## src/cdq_pkg.sv

```systemverilog
// Package with the types, codes and defaults of the circular deque.
package cdq_pkg;

   localparam int DEPTH_DEFAULT = 8;

   localparam logic [1:0] ACT_PUSH_REAR  = 2'd0;
   localparam logic [1:0] ACT_POP_REAR   = 2'd1;
   localparam logic [1:0] ACT_POP_FRONT  = 2'd2;

   localparam logic [1:0] STATUS_OK    = 2'd0;
   localparam logic [1:0] STATUS_FULL  = 2'd1;
   localparam logic [1:0] STATUS_EMPTY = 2'd2;

   typedef struct packed {
      logic [1:0]         action;
      logic signed [31:0] push_value;
   } cdq_req_type;

   typedef struct packed {
      logic signed [31:0] popped_value;
      logic [1:0]         status;
   } cdq_rsp_type;

   // Commands from the controller to the datapath.
   typedef struct packed {
      logic load;
      logic exec;
   } cdq_cmd_type;

endpackage

```

## src/circular_deque_rear_push_two_end_pop_top.sv

```systemverilog
// Top level of the input-restricted circular deque.
//
// A circular deque of DEPTH signed 32-bit words. Words enter only at the rear and leave
// from either the rear or the front. A transaction is accepted at a rising edge where
// start is high and busy is low; it carries an action (push at rear, pop from rear, pop
// from front; the fourth code does nothing and reports ok) and a word used by pushes.
// Every transaction yields exactly one result, shown on rsp_data for the single cycle
// in which rsp_valid is high, after the store-access state: the popped word (zero unless
// a pop succeeded) and a status of ok, full (push refused) or empty (pop refused).
// The receiver cannot stall results, so it must take each one in its strobe cycle.
// Busy is high only in the cycle after acceptance, while the entry store is accessed;
// a new transaction may be accepted in the cycle its predecessor's result is shown,
// but not during the store access that the registered read port of the store needs.
// No clearing pass follows reset: the store holds no defined contents until written,
// and only written entries are ever popped.
module circular_deque_rear_push_two_end_pop_top #(
   parameter int DEPTH = cdq_pkg::DEPTH_DEFAULT
) (
   input  logic                 clock,
   input  logic                 reset,
   input  logic                 start,
   output logic                 busy,
   input  cdq_pkg::cdq_req_type req_data,
   output logic                 rsp_valid,
   output cdq_pkg::cdq_rsp_type rsp_data
);

   cdq_pkg::cdq_cmd_type cmd;

   // The controller sequences each transaction: capture, store access, result strobe.
   cdq_ctrl u_ctrl (
      .clock     (clock),
      .reset     (reset),
      .start     (start),
      .busy      (busy),
      .rsp_valid (rsp_valid),
      .cmd       (cmd)
   );

   // The datapath holds the indices, the empty flag, the entry store and the result.
   cdq_dpath #(
      .DEPTH (DEPTH)
   ) u_dpath (
      .clock    (clock),
      .reset    (reset),
      .cmd      (cmd),
      .req_data (req_data),
      .rsp_data (rsp_data)
   );

endmodule

```

## src/cdq_ctrl.sv

```systemverilog
// Controller state machine of the circular deque.
module cdq_ctrl (
   input  logic               clock,
   input  logic               reset,
   input  logic               start,
   output logic               busy,
   output logic               rsp_valid,
   output cdq_pkg::cdq_cmd_type cmd
);

   typedef enum logic [2:0] {
      ST_IDLE = 3'b001,
      ST_EXEC = 3'b010,
      ST_RESP = 3'b100
   } state_type;

   state_type state_ff;
   state_type state_in;
   logic      accept;

   assign busy      = (state_ff == ST_EXEC);
   assign accept    = start && !busy;
   assign rsp_valid = (state_ff == ST_RESP);
   assign cmd.load  = accept;
   assign cmd.exec  = (state_ff == ST_EXEC);

   always_comb begin
      state_in = state_ff;
      unique case (state_ff)
         ST_IDLE: begin
            if (accept) state_in = ST_EXEC;
         end
         ST_EXEC: begin
            state_in = ST_RESP;
         end
         ST_RESP: begin
            state_in = accept ? ST_EXEC : ST_IDLE;
         end
         default: begin
            state_in = ST_IDLE;
         end
      endcase
   end

   always_ff @(posedge clock) begin
      if (reset) begin
         state_ff <= ST_IDLE;
      end else begin
         state_ff <= state_in;
      end
   end

endmodule

```

## src/cdq_dpath.sv

```systemverilog
// Datapath of the circular deque: indices, empty flag, entry store and result.
module cdq_dpath #(
   parameter int DEPTH = cdq_pkg::DEPTH_DEFAULT
) (
   input  logic                 clock,
   input  logic                 reset,
   input  cdq_pkg::cdq_cmd_type cmd,
   input  cdq_pkg::cdq_req_type req_data,
   output cdq_pkg::cdq_rsp_type rsp_data
);

   localparam int IdxW = (DEPTH > 1) ? $clog2(DEPTH) : 1;
   localparam logic [IdxW-1:0] LastIdx = IdxW'(DEPTH - 1);

   logic signed [31:0] mem [DEPTH];

   cdq_pkg::cdq_req_type req_ff;
   logic [IdxW-1:0]      front_ff, front_in;
   logic [IdxW-1:0]      rear_ff, rear_in;
   logic                 empty_ff, empty_in;
   logic [1:0]           status_ff, status_in;
   logic                 pop_ok_ff, pop_ok_in;
   logic signed [31:0]   rd_data_ff;

   logic [IdxW-1:0] rear_next, rear_prev, front_next;
   logic            wr_en;
   logic [IdxW-1:0] wr_addr, rd_addr;

   assign rear_next  = (rear_ff == LastIdx) ? '0 : rear_ff + 1'b1;
   assign rear_prev  = (rear_ff == '0) ? LastIdx : rear_ff - 1'b1;
   assign front_next = (front_ff == LastIdx) ? '0 : front_ff + 1'b1;

   always_comb begin
      front_in  = front_ff;
      rear_in   = rear_ff;
      empty_in  = empty_ff;
      status_in = status_ff;
      pop_ok_in = pop_ok_ff;
      wr_en     = 1'b0;
      wr_addr   = rear_next;
      rd_addr   = front_ff;
      if (cmd.exec) begin
         status_in = cdq_pkg::STATUS_OK;
         pop_ok_in = 1'b0;
         unique case (req_ff.action)
            cdq_pkg::ACT_PUSH_REAR: begin
               if (empty_ff) begin
                  front_in = '0;
                  rear_in  = '0;
                  empty_in = 1'b0;
                  wr_en    = 1'b1;
                  wr_addr  = '0;
               end else if (rear_next == front_ff) begin
                  status_in = cdq_pkg::STATUS_FULL;
               end else begin
                  rear_in = rear_next;
                  wr_en   = 1'b1;
               end
            end
            cdq_pkg::ACT_POP_REAR, cdq_pkg::ACT_POP_FRONT: begin
               if (empty_ff) begin
                  status_in = cdq_pkg::STATUS_EMPTY;
               end else begin
                  pop_ok_in = 1'b1;
                  rd_addr   = (req_ff.action == cdq_pkg::ACT_POP_REAR) ? rear_ff : front_ff;
                  if (front_ff == rear_ff) begin
                     front_in = '0;
                     rear_in  = '0;
                     empty_in = 1'b1;
                  end else if (req_ff.action == cdq_pkg::ACT_POP_REAR) begin
                     rear_in = rear_prev;
                  end else begin
                     front_in = front_next;
                  end
               end
            end
            default: begin
               // The unused action code leaves everything as it is.
            end
         endcase
      end
   end

   always_ff @(posedge clock) begin
      if (reset) begin
         front_ff <= '0;
         rear_ff  <= '0;
         empty_ff <= 1'b1;
      end else begin
         front_ff <= front_in;
         rear_ff  <= rear_in;
         empty_ff <= empty_in;
      end
   end

   always_ff @(posedge clock) begin
      if (cmd.load) req_ff <= req_data;
      status_ff <= status_in;
      pop_ok_ff <= pop_ok_in;
   end

   always_ff @(posedge clock) begin
      if (wr_en) mem[wr_addr] <= req_ff.push_value;
      if (cmd.exec) rd_data_ff <= mem[rd_addr];
   end

   assign rsp_data.popped_value = pop_ok_ff ? rd_data_ff : '0;
   assign rsp_data.status       = status_ff;

endmodule

```

## config.mk

```make
export PLATFORM = sky130hd
export DESIGN_NAME = circular_deque_rear_push_two_end_pop_top
export DESIGN_NICKNAME = d
export VERILOG_FILES = /design/src/cdq_pkg.sv /design/src/circular_deque_rear_push_two_end_pop_top.sv /design/src/cdq_ctrl.sv /design/src/cdq_dpath.sv
export SDC_FILE = /design/constraint.sdc
export NUM_CORES = 1
export LEC_CHECK = 0
export ABC_AREA = 0
export BUFFER_PORTS_ARGS = -buffer_cell sky130_fd_sc_hd__buf_4
export CAP_MARGIN = 25
export CORE_MARGIN = 2
export CORE_UTILIZATION = 50
export CTS_BUF_LIST = sky130_fd_sc_hd__clkbuf_4
export DETAILED_ROUTE_END_ITERATION = 7
export PLACE_DENSITY = 0.67
export SLEW_MARGIN = 40
export SYNTH_ARGS = -nofsm -noshare
export SYNTH_HDL_FRONTEND = slang
export SYNTH_SLANG_ARGS = --single-unit
```

## constraint.sdc

```tcl
create_clock -name clock -period 11.45 [get_ports clock]
set_input_delay 3.435 -clock clock [delete_from_list [all_inputs] [get_ports clock]]
set_output_delay 3.435 -clock clock [all_outputs]
set_load 0.005 [all_outputs]
```

==> impl_metrics.json <==
{
  "tightest_slew_ns": 0.8603,
  "cts_buffers": 88,
  "die_area_um2": 31400,
  "dieWidth_um": 177.2,
  "p_int_mw": 1.877,
  "power.share.sequential_pct": 57.7,
  "synth_top_area_share_pct": 65.07,
  "ant_nets": 0,
  "fillers": 2466,
  "setup_viol": 0,
  "die_h_um": 177.2,
  "cts_max_level": 3,
  "overflow": 0,
  "fmaxAchievable_mhz": 180.7,
  "tritoncts": "yes",
  "cts.sinks": 335,
  "grtUsageTotal_pct": 22.28,
  "hold_viol_final": 0,
  "cpPeakStageDelay_ns": 0.45,
  "syn2layout_area_growth_pct": 13.01,
  "ys.flop_type": "edfxtp_1",
  "drt-wirelength-per-cell_um": 21.19,
  "status": "finished, final reports clean",
  "ir_worst_vdd_v": 0.00009047,
  "core_um2": 29560,
  "power_leakage_nw": 5.563,
  "rows": 63,
  "clockPowerShare_pct": 41.0,
  "slowest_stage": "clkinv_2",
  "arrival_ns": 2.10,
  "finalWeightedCongestion": 0.7709,
  "synth.most_common_cell": "edfxtp_1",
  "insertion_delay_ns": 0.69,
  "synthCells": 1075,
  "hold_buffers": 0,
  "synth_common_cells": "edfxtp_1, nand2b_1, a21oi_1",
  "synth_edf_count": 325,
  "avgSynthCellArea_um2": 13.95,
  "ys_seq_area_share_pct": 66.40,
  "wl_um": 34330,
  "grt_pass1_vias": 9948,
  "timing.final.crit_share_pct": 48.34,
  "crit_fanout": 26,
  "layout.nets": 1214,
  "clkSlewWorstSetupHoldPaths_ns": 0.06,
  "num_io_pins": 73,
  "drv_slew": 0,
  "fin_util_pct": 57.35,
  "async_reset_ff_share_pct": 0,
  "final.setup.tns_ns": 0,
  "synth_area_um2": 15000,
  "drv_cap": 0,
  "synth_seq_cells": 335,
  "synth_area_leaders": "edfxtp_1, nand2b_1, mux2_2, a311oi_1, a211oi_1",
  "cp_cell_sequence": "or3b_4 -> clkinv_2 -> buf_4",
  "pwr-share-comb_pct": 1.3,
  "port_buffers": 72,
  "cts_root_buffer": "clkbuf_4",
  "post-cts-setup-buffers": 0,
  "yosysWarnings": 0,
  "place_hpwl_um": 17660,
  "layout-drive-gt1-share_pct": 25.22,
  "min_period_ns": 5.535,
  "rsz0062_at_grt": "no",
  "drt_iter0_markers": 1023,
  "remaining_drc_errors": 0,
  "hp-class": "reg -> reg",
  "relSlewSlack_pct": 42.65,
  "end_kind": "output port",
  "cts_buffer_depth": 3,
  "post_cts_resized": 0,
  "switchingPower_mw": 0.5020,
  "crit_path_start_kind": "flop",
  "vias": 9737,
  "grt_first_pass_wirelength_um": 53450,
  "critical_path_required_ns": 8.02,
  "synth_fp_nets": 1121,
  "synth_cell_type_count": 49,
  "antenna_found_initial": 1,
  "avgViaCountPerCell": 6.010,
  "drt_pass1_iterations": 5,
  "initial_utilization_pct": 50.74,
  "synth_area_leader_cell": "edfxtp_1",
  "swShare_pct": 21.10,
  "grt_max_degree": 117,
  "fin_skew_ns": 0.03162,
  "crit_type": "reg -> out",
  "powerDensity_nw_per_um2": 140.3
}
==> cell type report <==
type                       instances  area, um2  share of cell area (%)
clock buffer                     127      953.4                   5.624
antenna                            1      2.502                 0.01476
multi-input combinational        639       4652                   27.44
timing repair buffer              96      748.2                   4.414
tap                              390      488.0                   2.879
inverter                           8      31.28                  0.1845
sequential                       335       9967                   58.80
clock inverter                    24      108.9                  0.6422
==> registers in the layout (all words and copies together) (netlist names) <==
| name | flops |
|---|---|
| u_ctrl.state_ff | 3 |
| u_dpath.empty_ff | 1 |
| u_dpath.front_ff | 3 |
| u_dpath.mem | 256 |
| u_dpath.pop_ok_ff | 1 |
| u_dpath.rd_data_ff | 32 |
| u_dpath.rear_ff | 3 |
| u_dpath.req_ff | 34 |
| u_dpath.status_ff | 2 |
==> path summary, 6_finish.rpt <==
path | start | endpoint | slack, ns | cells past startpoint
worst max-delay path | u_ctrl.state_ff[0]$_SDFFE_PP1P_ | busy | 5.91 | 3
worst min-delay path | u_ctrl.state_ff[1]$_SDFFE_PP0P_ | u_ctrl.state_ff[1]$_SDFFE_PP0P_ | 0.45 | 1
worst max register to register | u_dpath.rear_ff[0]$_SDFFE_PP0P_ | u_dpath.mem[1][13]$_DFFE_PP_ | 6.64 | 9
worst min register to register | u_ctrl.state_ff[1]$_SDFFE_PP0P_ | u_ctrl.state_ff[1]$_SDFFE_PP0P_ | 0.45 | 1
==> metrics by stage <==
step	setup WS (ns)	cells	power, mW	hold WS (ns)	area, um2
floorplan	5.671	1075	1.406	0.4255	15000
global placement	6.504	1466	1.427	0.4374	15830
detailed placement	6.466	1466	1.429	0.4531	15850
CTS	5.705	1617	2.410	0.4610	16910
global route	5.792	1620	2.478	0.4840	16950
finish	5.915	1620	2.379	0.4548	16950
==> power by group through the flow <==
stage / sequential (mW) / clock (mW) / combinational (mW)
3_3_place_gp: 1.40 / 0 / 0.0309
2_1_floorplan: 1.39 / 0 / 0.0153
6_report: 1.37 / 0.976 / 0.0317
5_1_grt: 1.37 / 1.07 / 0.0345
3_5_place_dp: 1.40 / 0 / 0.0317
4_1_cts: 1.37 / 1.01 / 0.0319
==> cells in the final DEF (no fill, tap or decap), types with 2 or more instances in the layout <==
cell type   instances
edfxtp_1          325
nand2b_1          132
clkbuf_4          127
buf_4              91
a21oi_1            68
nand2_1            66
a211oi_1           66
a311oi_1           65
mux2_2             60
and2_1             33
o22ai_1            32
a221o_1            32
clkinv_1           17
nor2_1             14
ha_1                9
nand3_1             8
dfxtp_1             8
inv_1               7
mux2_1              4
nor3_1              4
xnor2_1             4
buf_6               4
nand3b_1            2
o31ai_4             2
clkinv_2            2
a21oi_4             2
nor4_1              2
a31oi_2             2
nor3b_1             2
o21bai_1            2
xor2_1              2
and4b_1             2
a31oi_1             2
mux2i_1             2
inv_2               2
clkinvlp_4          2
dfxtp_4             2
==> cell families after synthesis <==
group	after synthesis	synth area share (%)
fa+ha+maj	9	0.7508
simple gates	278	10.47
xor+xnor	6	0.3503
buf+inv	101	3.170
mux	66	4.938
compound gates	280	13.92
flops	335	66.40
==> worst max-delay path: cells and delay by family, from the launching register on <==
kind                   cells  cell delay (ns)
AND/OR/NAND/NOR            1             0.41
flip-flops                 1             0.33
buffers and inverters      2             0.67
==> metal layers <==
metal	global-route usage, %	up-vias	part of all wire [%]
met5	0	-	0
met4	10.12	0	2.3
met3	4.983	65	6.4
met2	35.51	322	47
met1	29.22	4901	44
li1	-	4449	-
No activity file was read; power rests on OpenSTA's default activity.
